<file path="config.mk">
export PLATFORM = sky130hd
export DESIGN_NAME = ts_pmt_section_parser
export DESIGN_NICKNAME = d
export VERILOG_FILES = /design/src/tspmt_pkg.sv /design/src/tspmt_in_stage.sv /design/src/tspmt_parser.sv /design/src/ts_pmt_section_parser.sv
export VERILOG_INCLUDE_DIRS = /design/src /design/src/src
export SDC_FILE = /design/constraint.sdc
export NUM_CORES = 1
export LEC_CHECK = 0
export BUFFER_PORTS_ARGS = -buffer_cell sky130_fd_sc_hd__buf_4
export CAP_MARGIN = 10
export CORE_UTILIZATION = 53
export CTS_CLUSTER_DIAMETER = 120
export DETAILED_ROUTE_END_ITERATION = 6
export GPL_ROUTABILITY_DRIVEN = 0
export GPL_TIMING_DRIVEN = 0
export PLACE_DENSITY_LB_ADDON = 0.1
export SYNTH_ARGS = -nofsm -noshare
export SYNTH_HDL_FRONTEND = slang
export SYNTH_SLANG_ARGS = --single-unit
export TNS_END_PERCENT = 100
</file>
<file path="constraint.sdc">
create_clock -name clock -period 5.9 [get_ports clock]
set_clock_uncertainty 0.1 [all_clocks]
set_input_delay 0 -clock clock [delete_from_list [all_inputs] [get_ports clock]]
set_output_delay 0 -clock clock [all_outputs]
set_load 0.005 [all_outputs]
</file>
<file path="src/ts_pmt_section_parser_defines.svh">
// Assertion macros used by the RTL of ts_pmt_section_parser.
`ifndef TS_PMT_SECTION_PARSER_DEFINES_SVH
`define TS_PMT_SECTION_PARSER_DEFINES_SVH

// Condition in one cycle implies consequence in the same cycle.
`define TSPMT_ASSERT_NOW(lbl, ante, cons, msg) \
   lbl: assert property (@(posedge clock) disable iff (reset) (ante) |-> (cons)) \
      else $error(msg);

// Condition in one cycle implies consequence in the next cycle.
`define TSPMT_ASSERT_NEXT(lbl, ante, cons, msg) \
   lbl: assert property (@(posedge clock) disable iff (reset) (ante) |=> (cons)) \
      else $error(msg);

`endif

</file>
<file path="src/tspmt_pkg.sv">
package tspmt_pkg;

   localparam int REQ_DATA_W = 8;
   localparam int RSP_DATA_W = 120;
   localparam int KIND_W     = 3;
   localparam int PHASE_W    = 3;

   localparam logic [7:0] TABLE_ID = 8'h02;

   // parser phases
   localparam logic [PHASE_W-1:0] PH_IDLE   = 3'd0;
   localparam logic [PHASE_W-1:0] PH_HEADER = 3'd1;
   localparam logic [PHASE_W-1:0] PH_INFO   = 3'd2;
   localparam logic [PHASE_W-1:0] PH_ENTRY  = 3'd3;
   localparam logic [PHASE_W-1:0] PH_ESSKIP = 3'd4;
   localparam logic [PHASE_W-1:0] PH_CRC    = 3'd5;

   // result kinds
   localparam logic [KIND_W-1:0] KIND_ENTRY   = 3'd0;
   localparam logic [KIND_W-1:0] KIND_DONE    = 3'd1;
   localparam logic [KIND_W-1:0] KIND_BAD_ID  = 3'd2;
   localparam logic [KIND_W-1:0] KIND_BAD_LEN = 3'd3;
   localparam logic [KIND_W-1:0] KIND_TRUNC   = 3'd4;
   localparam logic [KIND_W-1:0] KIND_NONE    = 3'd7;

   typedef struct packed {
      logic [7:0] data_byte;
      logic       first_byte;
      logic       last_byte;
   } byte_type;

   typedef struct packed {
      logic [KIND_W-1:0] kind;
      logic [7:0]        stream_type;
      logic [12:0]       elementary_pid;
      logic [11:0]       es_info_length;
      logic [15:0]       program_number;
      logic [4:0]        version;
      logic              current_next;
      logic [7:0]        section_index;
      logic [7:0]        last_section_index;
      logic [12:0]       pcr_pid;
      logic [31:0]       section_crc;
   } rsp_type;

endpackage

</file>
<file path="src/tspmt_in_stage.sv">
module tspmt_in_stage (
   input  logic               clock,
   input  logic               reset,
   input  logic               req_tvalid,
   output logic               req_tready,
   input  tspmt_pkg::byte_type req_item,
   input  logic               take,
   output logic               item_valid,
   output tspmt_pkg::byte_type item
);
   import tspmt_pkg::*;

   logic     valid_ff, valid_in;
   byte_type item_ff;

   assign req_tready = !valid_ff || take;

   always_comb begin
      valid_in = valid_ff;
      if (req_tvalid && req_tready) begin
         valid_in = 1'b1;
      end else if (take) begin
         valid_in = 1'b0;
      end
   end

   always_ff @(posedge clock) begin
      if (reset) begin
         valid_ff <= 1'b0;
      end else begin
         valid_ff <= valid_in;
      end
   end

   always_ff @(posedge clock) begin
      if (req_tvalid && req_tready) begin
         item_ff <= req_item;
      end
   end

   assign item_valid = valid_ff;
   assign item       = item_ff;

endmodule

</file>
<file path="src/tspmt_parser.sv">
module tspmt_parser (
   input  logic                clock,
   input  logic                reset,
   input  logic                step,
   input  tspmt_pkg::byte_type item,
   input  logic                rsp_tready,
   output logic                rsp_valid,
   output tspmt_pkg::rsp_type  rsp
);
   import tspmt_pkg::*;

   logic [PHASE_W-1:0] phase_ff, phase_in;
   logic [3:0]         header_index_ff, header_index_in;
   logic [11:0]        section_len_ff, section_len_in;
   logic [11:0]        skip_left_ff, skip_left_in;
   logic [11:0]        streams_left_ff, streams_left_in;
   logic [2:0]         entry_index_ff, entry_index_in;
   logic [7:0]         held_type_ff, held_type_in;
   logic [12:0]        held_pid_ff, held_pid_in;
   logic [11:0]        held_es_len_ff, held_es_len_in;
   logic [15:0]        held_program_ff, held_program_in;
   logic [4:0]         held_version_ff, held_version_in;
   logic               held_current_ff, held_current_in;
   logic [7:0]         held_section_ff, held_section_in;
   logic [7:0]         held_last_section_ff, held_last_section_in;
   logic [12:0]        held_pcr_ff, held_pcr_in;
   logic [31:0]        crc_shift_ff, crc_shift_in;
   logic [7:0]         high_byte_ff, high_byte_in;
   logic               rsp_valid_ff, rsp_valid_in;
   rsp_type            rsp_ff, rsp_in;

   logic [7:0]        b;
   logic [11:0]       len_field;
   logic [12:0]       need;
   logic [12:0]       area;
   logic [11:0]       sl_dec;
   logic [11:0]       sl_left;
   logic [11:0]       skip_dec;
   logic [KIND_W-1:0] ev;
   logic [KIND_W-1:0] out_kind;
   logic              active;
   logic              bad_id;

   assign b         = item.data_byte;
   assign len_field = {high_byte_ff[3:0], b};
   assign need      = 13'd13 + {1'b0, len_field};
   assign area      = {1'b0, section_len_ff} - need;
   assign sl_dec    = streams_left_ff - 12'd1;
   assign sl_left   = sl_dec - len_field;
   assign skip_dec  = (skip_left_ff != 12'd0) ? skip_left_ff - 12'd1 : skip_left_ff;

   always_comb begin
      phase_in             = phase_ff;
      header_index_in      = header_index_ff;
      section_len_in       = section_len_ff;
      skip_left_in         = skip_left_ff;
      streams_left_in      = streams_left_ff;
      entry_index_in       = entry_index_ff;
      held_type_in         = held_type_ff;
      held_pid_in          = held_pid_ff;
      held_es_len_in       = held_es_len_ff;
      held_program_in      = held_program_ff;
      held_version_in      = held_version_ff;
      held_current_in      = held_current_ff;
      held_section_in      = held_section_ff;
      held_last_section_in = held_last_section_ff;
      held_pcr_in          = held_pcr_ff;
      crc_shift_in         = crc_shift_ff;
      high_byte_in         = high_byte_ff;
      ev                   = KIND_NONE;
      active               = 1'b0;
      bad_id               = 1'b0;

      if (step) begin
         if (item.first_byte) begin
            active = 1'b1;
            if (b != TABLE_ID) begin
               bad_id   = 1'b1;
               phase_in = PH_IDLE;
            end else begin
               phase_in        = PH_HEADER;
               header_index_in = 4'd0;
            end
         end else begin
            unique case (phase_ff)
               PH_HEADER: begin
                  active          = 1'b1;
                  header_index_in = header_index_ff + 4'd1;
                  unique case (header_index_ff)
                     4'd0: section_len_in = {b[3:0], 8'h00};
                     4'd1: section_len_in = section_len_ff | {4'h0, b};
                     4'd2: held_program_in = {b, 8'h00};
                     4'd3: held_program_in = held_program_ff | {8'h00, b};
                     4'd4: begin
                        held_version_in = b[5:1];
                        held_current_in = b[0];
                     end
                     4'd5: held_section_in = b;
                     4'd6: held_last_section_in = b;
                     4'd7: high_byte_in = b;
                     4'd8: held_pcr_in = {high_byte_ff[4:0], b};
                     4'd9: high_byte_in = b;
                     default: begin
                        // program info length: closes the fixed header
                        header_index_in = header_index_ff;
                        if ({1'b0, section_len_ff} < need) begin
                           ev = KIND_BAD_LEN;
                        end else begin
                           streams_left_in = area[11:0];
                           if (len_field != 12'd0) begin
                              skip_left_in = len_field;
                              phase_in     = PH_INFO;
                           end else begin
                              entry_index_in = 3'd0;
                              phase_in = (area[11:0] != 12'd0) ? PH_ENTRY : PH_CRC;
                           end
                        end
                     end
                  endcase
               end
               PH_INFO, PH_ESSKIP: begin
                  active       = 1'b1;
                  skip_left_in = skip_dec;
                  if (skip_dec == 12'd0) begin
                     entry_index_in = 3'd0;
                     phase_in = (streams_left_ff != 12'd0) ? PH_ENTRY : PH_CRC;
                  end
               end
               PH_ENTRY: begin
                  active = 1'b1;
                  if (streams_left_ff == 12'd0) begin
                     ev = KIND_BAD_LEN;
                  end else begin
                     streams_left_in = sl_dec;
                     entry_index_in  = entry_index_ff + 3'd1;
                     unique case (entry_index_ff)
                        3'd0: held_type_in = b;
                        3'd1: high_byte_in = b;
                        3'd2: held_pid_in = {high_byte_ff[4:0], b};
                        3'd3: high_byte_in = b;
                        default: begin
                           entry_index_in = entry_index_ff;
                           held_es_len_in = len_field;
                           if (len_field > sl_dec) begin
                              ev = KIND_BAD_LEN;
                           end else begin
                              ev              = KIND_ENTRY;
                              streams_left_in = sl_left;
                              if (len_field != 12'd0) begin
                                 skip_left_in = len_field;
                                 phase_in     = PH_ESSKIP;
                              end else begin
                                 entry_index_in = 3'd0;
                                 phase_in = (sl_left != 12'd0) ? PH_ENTRY : PH_CRC;
                              end
                           end
                        end
                     endcase
                  end
               end
               PH_CRC: begin
                  active       = 1'b1;
                  crc_shift_in = {crc_shift_ff[23:0], b};
                  if (entry_index_ff >= 3'd3) begin
                     ev = KIND_DONE;
                  end else begin
                     entry_index_in = entry_index_ff + 3'd1;
                  end
               end
               default: begin
                  // idle: bytes outside a section are dropped
                  active = 1'b0;
               end
            endcase
         end
      end

      out_kind = KIND_NONE;
      priority if (bad_id) begin
         out_kind = KIND_BAD_ID;
      end else if (ev == KIND_DONE || ev == KIND_BAD_LEN) begin
         phase_in = PH_IDLE;
         out_kind = ev;
      end else if (active && item.last_byte) begin
         phase_in = PH_IDLE;
         out_kind = KIND_TRUNC;
      end else if (ev == KIND_ENTRY) begin
         out_kind = KIND_ENTRY;
      end else begin
         out_kind = KIND_NONE;
      end
   end

   always_comb begin
      rsp_in      = '0;
      rsp_in.kind = out_kind;
      if (out_kind == KIND_ENTRY || out_kind == KIND_DONE) begin
         rsp_in.program_number     = held_program_in;
         rsp_in.version            = held_version_in;
         rsp_in.current_next       = held_current_in;
         rsp_in.section_index      = held_section_in;
         rsp_in.last_section_index = held_last_section_in;
         rsp_in.pcr_pid            = held_pcr_in;
      end
      if (out_kind == KIND_ENTRY) begin
         rsp_in.stream_type    = held_type_in;
         rsp_in.elementary_pid = held_pid_in;
         rsp_in.es_info_length = held_es_len_in;
      end
      if (out_kind == KIND_DONE) begin
         rsp_in.section_crc = crc_shift_in;
      end
   end

   always_comb begin
      rsp_valid_in = rsp_valid_ff;
      if (out_kind != KIND_NONE) begin
         rsp_valid_in = 1'b1;
      end else if (rsp_tready) begin
         rsp_valid_in = 1'b0;
      end
   end

   always_ff @(posedge clock) begin
      if (reset) begin
         phase_ff        <= PH_IDLE;
         header_index_ff <= 4'd0;
         skip_left_ff    <= 12'd0;
         streams_left_ff <= 12'd0;
         entry_index_ff  <= 3'd0;
         rsp_valid_ff    <= 1'b0;
      end else begin
         phase_ff        <= phase_in;
         header_index_ff <= header_index_in;
         skip_left_ff    <= skip_left_in;
         streams_left_ff <= streams_left_in;
         entry_index_ff  <= entry_index_in;
         rsp_valid_ff    <= rsp_valid_in;
      end
   end

   always_ff @(posedge clock) begin
      section_len_ff       <= section_len_in;
      held_type_ff         <= held_type_in;
      held_pid_ff          <= held_pid_in;
      held_es_len_ff       <= held_es_len_in;
      held_program_ff      <= held_program_in;
      held_version_ff      <= held_version_in;
      held_current_ff      <= held_current_in;
      held_section_ff      <= held_section_in;
      held_last_section_ff <= held_last_section_in;
      held_pcr_ff          <= held_pcr_in;
      crc_shift_ff         <= crc_shift_in;
      high_byte_ff         <= high_byte_in;
      if (out_kind != KIND_NONE) begin
         rsp_ff <= rsp_in;
      end
   end

   assign rsp_valid = rsp_valid_ff;
   assign rsp       = rsp_ff;

endmodule

</file>
<file path="src/ts_pmt_section_parser.sv">
// channel | dir | tdata                 | tuser      | tlast
// req     | in  | data_byte [7:0]       | first_byte | last_byte
// rsp     | out | entry/header/crc 116b | kind [2:0] | -
//
// One byte per clock while rsp is not stalled.
// Bytes pass an input register, the parser state update, then the result register.
// Reset is synchronous; it sends the parser idle and empties both registers.
// A stalled rsp holds its item while one more byte waits in the input register.
`include "ts_pmt_section_parser_defines.svh"

module ts_pmt_section_parser (
   input  logic                                  clock,
   input  logic                                  reset,
   input  logic                                  req_tvalid,
   output logic                                  req_tready,
   input  logic [tspmt_pkg::REQ_DATA_W-1:0]      req_tdata,  // data_byte
   input  logic                                  req_tuser,  // first_byte
   input  logic                                  req_tlast,  // last_byte
   output logic                                  rsp_tvalid,
   input  logic                                  rsp_tready,
   // stream_type, elementary_pid, es_info_length, program_number, version,
   // current_next, section_index, last_section_index, pcr_pid, section_crc, pad
   output logic [tspmt_pkg::RSP_DATA_W-1:0]      rsp_tdata,
   output logic [tspmt_pkg::KIND_W-1:0]          rsp_tuser   // kind
);
   import tspmt_pkg::*;

   byte_type req_item;
   byte_type item;
   logic     item_valid;
   logic     out_free;
   logic     step;
   rsp_type  rsp;

   assign req_item.data_byte  = req_tdata;
   assign req_item.first_byte = req_tuser;
   assign req_item.last_byte  = req_tlast;

   assign out_free = !rsp_tvalid || rsp_tready;
   assign step     = item_valid && out_free;

   tspmt_in_stage u_in_stage (
      .clock      (clock),
      .reset      (reset),
      .req_tvalid (req_tvalid),
      .req_tready (req_tready),
      .req_item   (req_item),
      .take       (step),
      .item_valid (item_valid),
      .item       (item)
   );

   tspmt_parser u_parser (
      .clock      (clock),
      .reset      (reset),
      .step       (step),
      .item       (item),
      .rsp_tready (rsp_tready),
      .rsp_valid  (rsp_tvalid),
      .rsp        (rsp)
   );

   assign rsp_tuser = rsp.kind;
   assign rsp_tdata = {4'h0, rsp.section_crc, rsp.pcr_pid, rsp.last_section_index,
                       rsp.section_index, rsp.current_next, rsp.version,
                       rsp.program_number, rsp.es_info_length, rsp.elementary_pid,
                       rsp.stream_type};

   `TSPMT_ASSERT_NEXT(a_bad_id_reported,
      step && item.first_byte && item.data_byte != TABLE_ID,
      rsp_tvalid && rsp_tuser == KIND_BAD_ID,
      "bad table id not reported")

   `TSPMT_ASSERT_NOW(a_error_fields_zero,
      rsp_tvalid && (rsp_tuser == KIND_BAD_ID || rsp_tuser == KIND_BAD_LEN ||
                     rsp_tuser == KIND_TRUNC),
      rsp_tdata == '0,
      "error item carries nonzero fields")

   `TSPMT_ASSERT_NOW(a_stall_only_when_full,
      !req_tready,
      item_valid && !step && rsp_tvalid && !rsp_tready,
      "input stalled without a full pipeline")

endmodule
</file>
* Word level (Yosys, flattened, before mapping) *
Index checks and enable logic that the tools add are counted.

cells by class
  multiplexer cells = 115
  reductions and logical operators = 40
  eq/ne operators = 33
  add/subtract/negate cells = 7
  magnitude comparators = 3
  bitwise gates (word level) = 3

operator list
  cell                     count
  $mux W12                 17
  $mux W13                 9
  $mux W3                  35
  $mux W8                  13
  $mux W32                 3
  $reduce_bool A12 Y1      5
  $mux W16                 3
  $pmux W12 S2             2
  $pmux W12 S3             1
  $mux W5                  7
  $pmux W16 S2             1
  $logic_not A12 Y1        2
  $sub A12 B1 Y12 const B  2
  $sub A12 B12 Y12         2
  $ne A2 B2 Y1 const B     9
  $pmux W3 S3              2
  $eq A4 B3 Y1 const B     4
  $mux W4                  4
  $or A16 B8 Y16           1
  $eq A3 B2 Y1 const B     5
  $mux W1                  15
  $add A4 B12 Y13 const A  1
  $lt A12 B13 Y1           1
  $eq A3 B1 Y1 const B     4
  other kinds (32)         53

storage, ports and cells
  flip-flop bits (word level) = 298
  bits of input ports = 14

* Longest topological paths before layout *
Gate-level depths: netlist of the first run.

  depth after elaboration = 15
  depth in mapped cells = 17

* Modules after synthesis *
A second synthesis of the first run with hierarchy kept.

second synthesis, totals
  cell total of the unflattened synthesis = 1235
  area, all modules = 13212.7 um^2

modules (own cells, without submodules)
  module                 area each (um^2)  cells each  seq. area each (um^2)  times used
  tspmt_parser           12812.3           1213        6866.6                 1
  tspmt_in_stage         355.3             15          320.3                  1
  ts_pmt_section_parser  45.0              7           0.0                    1

* Worst setup path after synthesis of the first run *
Ideal clock, no wire load.

  kind = register to register
  start = register u_in_stage.item_ff, in the netlist u_in_stage.item[2]
  end = register u_parser.rsp_ff, in the netlist u_parser.rsp[0] (enable)
  required time = 5315 ps
  library setup time = 485 ps
  setup slack = -343 ps
  cell stages (with the launch flop) = 13
  arrival time = 5658 ps
  path through = edfxtp_1 -> ha_1 -> o311a_1 -> and3_1 -> xnor2_1 -> ha_1 -> a21oi_1 -> o21ai_0 -> a2111oi_0 -> a21oi_1 -> and2_1 -> o31ai_1 -> or3_1

on the way
  cells in the longest elaborated chain, start to end = 13

RTL lines
  what                                                      RTL line                                  text
  start: declaration                                        tspmt_in_stage.sv:14                      byte_type item_ff;
  start signal: assignment                                  tspmt_in_stage.sv:37                      item_ff <= req_item;
  $add A4 B12 Y13 / $gt A12 B12 Y1 (equally long branches)  tspmt_parser.sv:46, tspmt_parser.sv:144
  $lt A12 B13 Y1 / $mux W2 (equally long branches)          tspmt_parser.sv:106, tspmt_parser.sv:144
  $mux W3 (on tied branches)                                tspmt_parser.sv:106, tspmt_parser.sv:136
  $mux W3 (on tied branches)                                tspmt_parser.sv:89, tspmt_parser.sv:131
  $pmux W3 S3                                               tspmt_parser.sv:85                        unique case (phase_ff)
  $mux W3                                                   tspmt_parser.sv:75                        if (item.first_byte) begin
  $mux W3                                                   tspmt_parser.sv:74                        if (step) begin
  $logic_not A3 Y1                                          tspmt_parser.sv:187                       end else if (ev == KIND_ENTRY) begin
  $mux W3                                                   tspmt_parser.sv:187
  $mux W3                                                   tspmt_parser.sv:184                       end else if (active && item.last_byte) begin
  $mux W3                                                   tspmt_parser.sv:181                       end else if (ev == KIND_DONE || ev == KIND_BAD_LEN) begin
  $mux W3 *                                                 tspmt_parser.sv:179                       priority if (bad_id) begin
  $ne A3 B3 Y1 *                                            tspmt_parser.sv:255                       if (out_kind != KIND_NONE) begin
  end signal: assignment                                    tspmt_parser.sv:256                       rsp_ff <= rsp_in;
  end: declaration                                          tspmt_parser.sv:30                        rsp_type rsp_ff, rsp_in;

Mark *: on every way between the ends. The rest lies on a longest branch, timed or not.
A chain may end at the register's enable or synchronous reset.

* Final worst setup path of the first run *
  start = register u_in_stage.item_ff, in the netlist u_in_stage.item[6]
  end = register u_parser.rsp_ff, in the netlist u_parser.rsp[34] (enable)

The elaborated chain is that of the path after synthesis.

==> results of run 1 <==
## Yosys cell counts, types with 4 or more instances
master and n:
nor2_1 78, a21boi_1 40, a21boi_0 5, o21ai_0 70, o22ai_1 4, buf_2 9
nor2b_1 12, a21o_1 10, o21a_1 17, a22o_1 9, nand3_1 26, or4_1 6
nor3_1 31, dfxtp_1 152, nor4_1 9, xnor2_1 17, a31oi_1 6, inv_1 39
or2_2 5, or3_1 13, buf_4 4, o2111ai_1 7, a211oi_1 17, mux2_2 67
nand4_1 9, a21oi_1 59, and3_1 23, clkbuf_1 53, nand2_1 105, and2_1 61
xor2_1 16, ha_1 40, edfxtp_1 146, o32ai_1 7, o211ai_1 8, a311oi_1 7
o41ai_1 5, nand2b_1 13
## power by group
| group | total, W | leakage [nW] | switching (W) | internal [W] |
|---|---|---|---|---|
| combinational | 0.000344 | 3.16 | 0.000209 | 0.000135 |
| clock | 0.00186 | 0.469 | 0.000800 | 0.00106 |
| sequential | 0.00223 | 2.60 | 0.0000215 | 0.00221 |
| total | 0.00444 | 6.23 | 0.00103 | 0.00341 |
## cell usage in the layout, fill, tap and decap left out, types with 13 or more instances in the layout
cell type / n
xor2_1: 16
inv_1: 39
mux2_2: 67
nor2_1: 78
clkbuf_1: 60
edfxtp_1: 146
and3_1: 23
xnor2_1: 17
nand3_1: 26
buf_4: 137
o21a_1: 17
dlygate4sd3_1: 14
nand2_1: 105
nor3_1: 31
clkbuf_16: 30
a211oi_1: 17
nand2b_1: 13
o21ai_0: 70
a21oi_1: 59
dfxtp_1: 152
and2_1: 61
ha_1: 40
a21boi_1: 40
## flip-flops by register name (all words and copies together) (netlist names), 4 cells and up
name                           flops
u_in_stage.item                   10
u_parser.rsp                     119
u_parser.held_section_ff           8
u_parser.held_pid_ff              13
u_parser.held_version_ff           5
u_parser.streams_left_ff          12
u_parser.held_es_len_ff           12
u_parser.skip_left_ff             12
u_parser.held_last_section_ff      8
u_parser.section_len_ff           12
u_parser.high_byte_ff              5
u_parser.held_pcr_ff              13
u_parser.crc_shift_ff             32
u_parser.held_program_ff          16
u_parser.held_type_ff              8
u_parser.header_index_ff           4
## worst max path at each step
stage / to / cells after the start
finish: u_parser.rsp[34]$_SDFFCE_PN0P_ / 12
global route: u_parser.rsp[34]$_SDFFCE_PN0P_ / 16
CTS: u_parser.rsp[34]$_SDFFCE_PN0P_ / 14
detailed placement: u_parser.rsp[36]$_SDFFCE_PN0P_ / 14
global placement: u_parser.rsp[36]$_SDFFCE_PN0P_ / 13
floorplan: u_parser.rsp[0]$_SDFFCE_PP0P_ / 12
## cells by family after synthesis
group | Yosys count
compound gates | 303
xor+xnor | 33
fa+ha+maj | 42
buf+inv | 110
flops | 298
mux | 69
other cells | 1
simple gates | 408
## routing by layer
metal / global-route usage (%) / part of all wire (%) / vias up
met4: 8.45 / 3.0 / 2
met2: 39.7 / 45 / 397
met1: 36.0 / 44 / 4929
li1: - / - / 4990
met5: 0 / 0.038 / -
met3: 4.81 / 7.4 / 70
## what timing repair did
action | in CTS | in global routing
hold buffers | 14 | 0
setup endpoints to repair | 0 | 70
hold endpoints to repair | 16 | 0
resized for setup | 0 | 6
## critical path, cell delays in order, from the launching register on
cell and delay [ns]:
edfxtp_1 0.40, clkbuf_1 0.64, inv_1 0.36, ha_1 0.38
clkbuf_1 0.18, a21o_1 0.19, a21oi_1 0.35, a21oi_1 0.19
o211ai_1 0.54, a21boi_2 0.30, o31ai_2 0.58, or3_4 0.49
buf_16 0.33
## area by class of cell
cell class                      count  area (µm²)  area share [%]
Sequential cell                   298        7430            45.9
Timing Repair Buffer              148        1170            7.20
Clock inverter                     13         143           0.881
Clock buffer                       41         812            5.01
Multi-Input combinational cell    860        5770            35.6
Tap cell                          330         413            2.55
Inverter                           39         146           0.904
Buffer                             71         318            1.96
## metrics by stage
step / utilization, % / setup WS, ns
2_1_floorplan: - / 0.861
3_3_place_gp: 59.8 / -0.933
3_5_place_dp: 59.9 / 0.0501
4_1_cts: 64.2 / 0.00129
5_1_grt: 64.3 / 0.196
6_report: 64.3 / 0.420
==> out/metrics.csv, run 1 <==
stage,metric,value,unit
run_status,status,"finished, final reports clean",
logic_synthesis,number of enable flip-flop cells after synthesis,146,
place,number of port buffers,133,
setup_path,worst-path maximum fanout,70,
clock_network,CTS sink count,298,
setup_path,Worst EP arrival,5.60,ns
clock_network,clk buf depth,3,
setup_path,Critical Path End Type,flop,
floorplanning,die footprint,0.0264,mm²
floorplanning,core area,0.0252,mm²
detailed_routing,1st-iter DRT viols,1047,
floorplanning,die height,162,µm
setup_path,reg2reg start,u_in_stage.item[6]$_DFFE_PP_,
layout,Final Instance Count excl. Fillers,1800,
floorplanning,IO Count,139,
logic_synthesis,Synth Flop Type,dfxtp_1,
clock_network,clock buffer count from CTS,29,
place,dpl cells,1731,
setup_path,Crit path required time,6.02,ns
logic_synthesis,"Seq/Total Area, Yosys",54.5,%
logic_synthesis,simple-gate share of the synthesized area,15.4,%
logic_synthesis,Syn Inst Count,1264,
logic_synthesis,cell area after synthesis,0.0136,mm²
global_route,initial antenna violation count,1,
pwr,pwr/cell area,274,mW/mm²
floorplanning,Die X,162,µm
detailed_routing,routed len/inst,19.0,µm
floorplanning,Std-Cell Rows,58,
floorplanning,starting density of the core,54.1,%
global_route,global-route wire length before repair,52.4,mm
sta,unrepaired setup endpoints after global routing,no,
detailed_routing,DRT Pass-1 Iters,6,
setup_path,crit path kind,reg2reg,
logic_synthesis,Synth top area share,32.2,%
clock_network,# Post-CTS Setup Buffers,0,
layout,final instance area,0.0162,mm²
logic_synthesis,top cell type by total area after synthesis,edfxtp_1,
setup_path,R2R setup slack,0.42,ns
sta,Relative slew margins,32.0,%
min_path,HP Start,req_tdata[2],
detailed_routing,vias,10388,
global_route,grt ovf,0,
global_route,vias in the first global route,9522,
detailed_routing,# DRC,0,
sta,FMAX,182,MHz
setup_path,worst r2r dst,u_parser.rsp[34]$_SDFFCE_PN0P_,
detailed_routing,number of antenna-violating nets in the routed design,0,
logic_synthesis,Post-Synth XOR/XNOR Area,2.12,%
logic_synthesis,"top cells by area, synth","edfxtp_1 (32%), dfxtp_1 (22%), mux2_2 (5.5%)",
sta,Worst Max-Slew Pin Slew,1.02,ns
sta,Setup-failing EPs final,0,
global_route,largest net degree at the start of global routing,71,
sta,final hold viol count,0,
detailed_routing,via/cell ratio,5.77,
logic_synthesis,multiplexer share of the synthesized area,5.68,%
pwr,leakage,6.23,nW
logic_synthesis,"FFs w/ async S/R, synth",0,%
layout,fillers,2065,
layout,# diodes,0,
clock_network,"CTS clk-pin slew, worst paths",0.06,ns
layout,area grow syn2layout,18.8,%
logic_synthesis,main combinational cell family by area after synthesis,simple AND/OR/NAND/NOR gates,
sta,Final Max Slew Viols,0,
min_path,Hold Crit Depth,2,
clock_network,Root Driver,clkbuf_16,
place,Placed Area,0.0151,mm²
logic_synthesis,adder-cell share of the synthesized area,3.97,%
clock_network,CTS tree,yes,
sta,fin crit share,92.9,%
pwr,Power Total,0.00444,W
clock_network,H-tree levels,1,
logic_synthesis,Synth Area in Compound Gates,14.9,%
setup_path,Worst setup SP type,flop,
min_path,Hold EP,u_in_stage.item[4]$_DFFE_PP_,
layout,layout cell share with drive strength beyond 1,19.2,%
setup_path,reg2reg path depth,12,
sta,post-layout minimum cycle time,5.48,ns
logic_synthesis,"Avg Cell Area, Syn",10.8,µm²
sta,setup TNS,0,ns
layout,final-stage net count,1503,
global_route,GRT Total Usage,25.6,%
place,dpl hpwl,23.9,mm
logic_synthesis,Ys Warns,0,
clock_network,Worst-Skew Late Latency,0.56,ns
min_path,Tightest Hold Check Type,in2reg,
sta,minimum hold slack,0.0523,ns
setup_path,CP Launch Point,u_in_stage.item[6]$_DFFE_PP_,
logic_synthesis,Synth cell types,75,
detailed_routing,total wire length,34.2,mm
logic_synthesis,"FF+latch count, synth",298,
job,max cap viols,0,
pwr,VDD IR max,0.247,mV
(Power assumes the default switching activity.)
==> inputs of run 2 (changes only) <==
- CORE_UTILIZATION: 53 -> 24
==> out/metrics.csv, run 2 (synthesis gave the netlist of run 1 again) <==
stage,metric,value,unit
clock_network,CTS sink count,298,
place,dpl hpwl,31.2,mm
place,number of port buffers,133,
floorplanning,die height,240,µm
layout,final-stage net count,1512,
sta,setup TNS,0,ns
sta,final hold viol count,0,
clock_network,"CTS clk-pin slew, worst paths",0.05,ns
floorplanning,core area,0.0556,mm²
clock_network,Worst-Skew Late Latency,0.54,ns
global_route,initial antenna violation count,0,
detailed_routing,DRT Pass-1 Iters,6,
layout,area grow syn2layout,24.5,%
job,max cap viols,0,
floorplanning,starting density of the core,24.5,%
layout,max reg flops,119,
global_route,GRT met2 Usage,23.7,%
setup_path,Worst EP arrival,5.63,ns
global_route,largest net degree at the start of global routing,63,
layout,share of the core filled with cells,30.5,%
sta,fin crit share,93.8,%
pwr,switching part of the total,23.4,%
pwr,Pint,0.00370,W
sta,unrepaired setup endpoints after global routing,no,
pwr,VDD IR max,0.168,mV
detailed_routing,total wire length,43.0,mm
global_route,GRT busiest layer,met2,
sta,Worst Max-Slew Pin Slew,1.01,ns
layout,final instance area,0.0170,mm²
floorplanning,IO Count,139,
pwr,Sequential Power Share,46.4,%
place,Placed Area,0.0156,mm²
clock_network,clock buffer count from CTS,38,
min_path,Tightest Hold Check Type,in2reg,
detailed_routing,vias,10370,
pwr,P_sw,0.00113,W
sta,Setup-failing EPs final,0,
detailed_routing,routed len/inst,19.3,µm
sta,post-layout minimum cycle time,5.54,ns
clock_network,H-tree levels,2,
sta,Relative slew margins,32.7,%
detailed_routing,number of antenna-violating nets in the routed design,0,
clock_network,CTS tree,yes,
setup_path,crit path kind,reg2reg,
pwr,Power Total,0.00483,W
setup_path,Worst setup SP type,flop,
clock_network,Root Driver,clkbuf_16,
pwr,logic gate share of total power,7.4,%
pwr,clock share of power,46.2,%
global_route,met3 Track Usage GR,2.46,%
layout,"commonest cells after routing, fill and taps aside","dfxtp_1 (152), edfxtp_1 (146), buf_4 (137), nand2_1 (105), nor2_1 (78)",
detailed_routing,via/cell ratio,4.65,
global_route,global-route wire length before repair,64.5,mm
floorplanning,Die X,240,µm
clock_network,# Post-CTS Setup Buffers,0,
layout,"commonest non-fill, non-tap cell in the layout",dfxtp_1,
sta,FMAX,181,MHz
global_route,vias in the first global route,10362,
sta,final setup margin,0.365,ns
sta,Final Max Slew Viols,0,
clock_network,clk buf depth,3,
pwr,leakage,6.35,nW
pwr,pwr/cell area,285,mW/mm²
detailed_routing,1st-iter DRT viols,650,
setup_path,worst-path maximum fanout,62,
layout,layout cell share with drive strength beyond 1,19.6,%
run_status,status,"finished, final reports clean",
global_route,GRT Total Usage,15.0,%
detailed_routing,# DRC,0,
setup_path,Critical Path End Type,flop,
floorplanning,die footprint,0.0577,mm²
place,post-place setup slack,-0.400,ns
global_route,global routing usage on met1,20.7,%
floorplanning,Std-Cell Rows,86,
global_route,grt ovf,0,
setup_path,Crit path required time,6.00,ns
[run 2: changes by cell type in the layout (fill, tap and decap cells not counted), sizes merged]
cell	delta
clkinv	+2
clkbuf	+14
inv	-4
clkdlybuf4s15	+1
diode	+1
[run 2: what timing repair did]
item | CTS | global route
gates resized for setup | 4 | 3
pin swaps | 1 | 0
cloned | 1 | 0
endpoints found under the hold margin | 25 | 0
setup endpoints to repair | 119 | 90
hold buffers | 14 | 0
[run 2: final timing paths]
path	from	to	slack, ns	cells past startpoint
setup / recovery	u_in_stage.item[5]$_DFFE_PP_	u_parser.rsp[37]$_SDFFCE_PN0P_	0.36	11
hold / removal	req_tdata[1]	u_in_stage.item[3]$_DFFE_PP_	0.08	2
setup reg to reg	u_in_stage.item[5]$_DFFE_PP_	u_parser.rsp[37]$_SDFFCE_PN0P_	0.36	11
hold reg to reg	u_parser.held_program_ff[4]$_DFF_P_	u_parser.held_program_ff[4]$_DFF_P_	0.36	2
[run 2: critical path, stage by stage, from the launching register on]
cell             delay (ns)
edfxtp_1               0.48
clkdlybuf4s15_1        0.70
inv_1                  0.44
ha_1                   0.38
a21o_1                 0.19
a21oi_1                0.31
a21oi_1                0.18
o211ai_1               0.57
a21boi_2               0.32
o31ai_2                0.54
or3_4                  0.53
buf_16                 0.33
[run 2: per-layer routing]
| layer | routed length (µm) | vias to the layer above |
|---|---|---|
| met5 | 0 | - |
| met4 | 1110 | 0 |
| met3 | 1770 | 69 |
| met2 | 19500 | 252 |
| met1 | 20600 | 5047 |
| li1 | - | 5002 |
[run 2: layout make-up]
type / instances / area [µm²]
Buffer: 71 / 327
Clock inverter: 11 / 110
Timing Repair Buffer: 148 / 1170
Clock buffer: 56 / 1080
Fill cell: 5805 / 38700
Multi-Input combinational cell: 860 / 5770
Tap cell: 748 / 936
Sequential cell: 298 / 7430
Antenna cell: 1 / 2.50
Inverter: 39 / 146
[run 2: power groups by stage]
stage                     Clock [W]  Sequential (W)  Combinational, W
after floorplan                   0         0.00228          0.000186
after global placement            0         0.00229          0.000347
after detailed placement          0         0.00228          0.000351
after CTS                   0.00230         0.00224          0.000362
after global routing        0.00239         0.00224          0.000392
final                       0.00223         0.00224          0.000356
[run 2: metrics by stage]
step | cells | hold WS, ns
3_5_place_dp | 2149 | 0.0794
4_1_cts | 2231 | 0.0469
6_report | 2232 | 0.0833
5_1_grt | 2231 | 0.0604
3_3_place_gp | 2148 | 0.0780
2_1_floorplan | 1267 | -0.00113
==> inputs of run 3 (changes only) <==
- PLACE_DENSITY_LB_ADDON: 0.1 -> not set
==> out/metrics.csv, run 3 (synthesis gave the netlist of run 1 again) <==
stage,metric,value,unit
setup_path,Worst setup SP type,flop,
sta,Relative slew margins,38.2,%
clock_network,Root Driver,clkbuf_16,
layout,# diodes,0,
setup_path,reg2reg start,u_in_stage.item[6]$_DFFE_PP_,
place,number of port buffers,133,
global_route,global-route wire length before repair,59.3,mm
setup_path,crit path kind,reg2reg,
detailed_routing,total wire length,39.3,mm
setup_path,critical path endpoint,u_parser.rsp[37]$_SDFFCE_PN0P_,
pwr,VDD IR max,0.150,mV
floorplanning,Die X,240,µm
setup_path,reg2reg path depth,12,
layout,final-stage net count,1509,
place,Placed Area,0.0156,mm²
detailed_routing,via/cell ratio,4.71,
sta,unrepaired setup endpoints after global routing,no,
layout,layout cell share with drive strength beyond 1,19.9,%
clock_network,CTS tree,yes,
floorplanning,IO Count,139,
place,dpl hpwl,28.5,mm
layout,"commonest non-fill, non-tap cell in the layout",dfxtp_1,
floorplanning,starting density of the core,24.5,%
clock_network,"CTS clk-pin slew, worst paths",0.06,ns
setup_path,Worst EP arrival,5.65,ns
min_path,Tightest Hold Check Type,in2reg,
job,max cap viols,0,
layout,Final Instance Count excl. Fillers,2228,
pwr,pwr/cell area,285,mW/mm²
sta,final hold viol count,0,
detailed_routing,vias,10498,
setup_path,Critical Path End Type,flop,
setup_path,worst r2r dst,u_parser.rsp[37]$_SDFFCE_PN0P_,
floorplanning,Std-Cell Rows,86,
layout,max reg flops,119,
run_status,status,"finished, final reports clean",
sta,setup TNS,0,ns
setup_path,CP Launch Point,u_in_stage.item[6]$_DFFE_PP_,
sta,Worst Max-Slew Pin Slew,0.927,ns
clock_network,clock buffer count from CTS,35,
place,dpl cells,2149,
clock_network,clk buf depth,3,
sta,Final Max Slew Viols,0,
floorplanning,die footprint,0.0577,mm²
global_route,largest net degree at the start of global routing,68,
sta,FMAX,180,MHz
layout,final instance area,0.0169,mm²
global_route,vias in the first global route,10155,
clock_network,H-tree levels,2,
detailed_routing,routed len/inst,17.7,µm
floorplanning,core area,0.0556,mm²
clock_network,# Post-CTS Setup Buffers,0,
global_route,GRT Total Usage,13.3,%
setup_path,Crit path required time,5.98,ns
global_route,grt ovf,0,
setup_path,worst-path maximum fanout,67,
detailed_routing,# DRC,0,
floorplanning,die height,240,µm
sta,fin crit share,94.4,%
clock_network,Worst-Skew Late Latency,0.53,ns
detailed_routing,1st-iter DRT viols,884,
clock_network,CTS sink count,298,
setup_path,R2R setup slack,0.33,ns
sta,post-layout minimum cycle time,5.57,ns
pwr,leakage,6.34,nW
layout,"commonest cells after routing, fill and taps aside","dfxtp_1 (152), edfxtp_1 (146), buf_4 (137), nand2_1 (105), nor2_1 (78)",
pwr,Power Total,0.00482,W
detailed_routing,number of antenna-violating nets in the routed design,0,
sta,Setup-failing EPs final,0,
global_route,initial antenna violation count,1,
layout,area grow syn2layout,24.4,%
detailed_routing,DRT Pass-1 Iters,5,
run 3: routing by layer:
metal	GRT usage, %	vias to the layer above	share of wire [%]
met5	0	-	0
met4	3.96	0	2.2
met3	2.73	62	7.3
met2	21.4	385	46
met1	17.9	5048	44
li1	-	5003	-
run 3: worst min-delay path by stage:
stage	from	end	slack [ns]	cells past startpoint
after CTS	req_tdata[6]	u_in_stage.item[8]$_DFFE_PP_	0.09	2
after detailed placement	req_tdata[2]	u_in_stage.item[4]$_DFFE_PP_	0.08	1
after floorplan	req_tlast	u_in_stage.item[0]$_DFFE_PP_	-0.001	0
after global placement	req_tuser	u_in_stage.item[1]$_DFFE_PP_	0.08	1
after global routing	req_tdata[0]	u_in_stage.item[2]$_DFFE_PP_	0.10	2
final	req_tuser	u_in_stage.item[1]$_DFFE_PP_	0.1	2
run 3: final cells by class:
| cell class | count | area [µm²] |
|---|---|---|
| multi-input combinational | 860 | 5770 |
| tap | 748 | 936 |
| timing repair buffer | 148 | 1170 |
| buffer | 71 | 319 |
| clock buffer | 44 | 931 |
| fill | 5729 | 38700 |
| clock inverter | 20 | 254 |
| inverter | 39 | 146 |
| sequential | 298 | 7430 |
run 3: power by group:
part	switching, W	leakage (nW)	internal [W]
logic	0.000218	3.17	0.000136
registers	0.0000234	2.60	0.00221
clock network	0.000882	0.575	0.00135
total	0.00112	6.34	0.00370
run 3: timing repair:
action                                 4_1_cts  5_1_grt
gates cloned                                 1        0
pin swaps                                    1        0
setup endpoints to repair                   67       94
endpoints found under the hold margin       15        0
hold buffers                                14        0
gates resized for setup                      2        4
run 3: metrics by stage:
stage	utilization (%)	setup WS [ns]	hold slack (ns)
2_1_floorplan	-	0.861	-0.00113
3_3_place_gp	28.0	-1.19	0.0808
3_5_place_dp	28.1	-0.139	0.0802
4_1_cts	30.5	0.0237	0.0886
5_1_grt	30.5	0.0968	0.102
6_report	30.5	0.332	0.0968
run 3: worst max-delay path, cell delays in order, from the launching register on:
cell and delay, ns:
edfxtp_1 0.41, clkbuf_1 0.72, inv_1 0.39, ha_1 0.38, clkbuf_1 0.18, a21o_1 0.20, a21oi_1 0.33, a21oi_1 0.18
o211ai_1 0.51, a21boi_2 0.33, o31ai_2 0.54, or3_4 0.52, buf_16 0.33
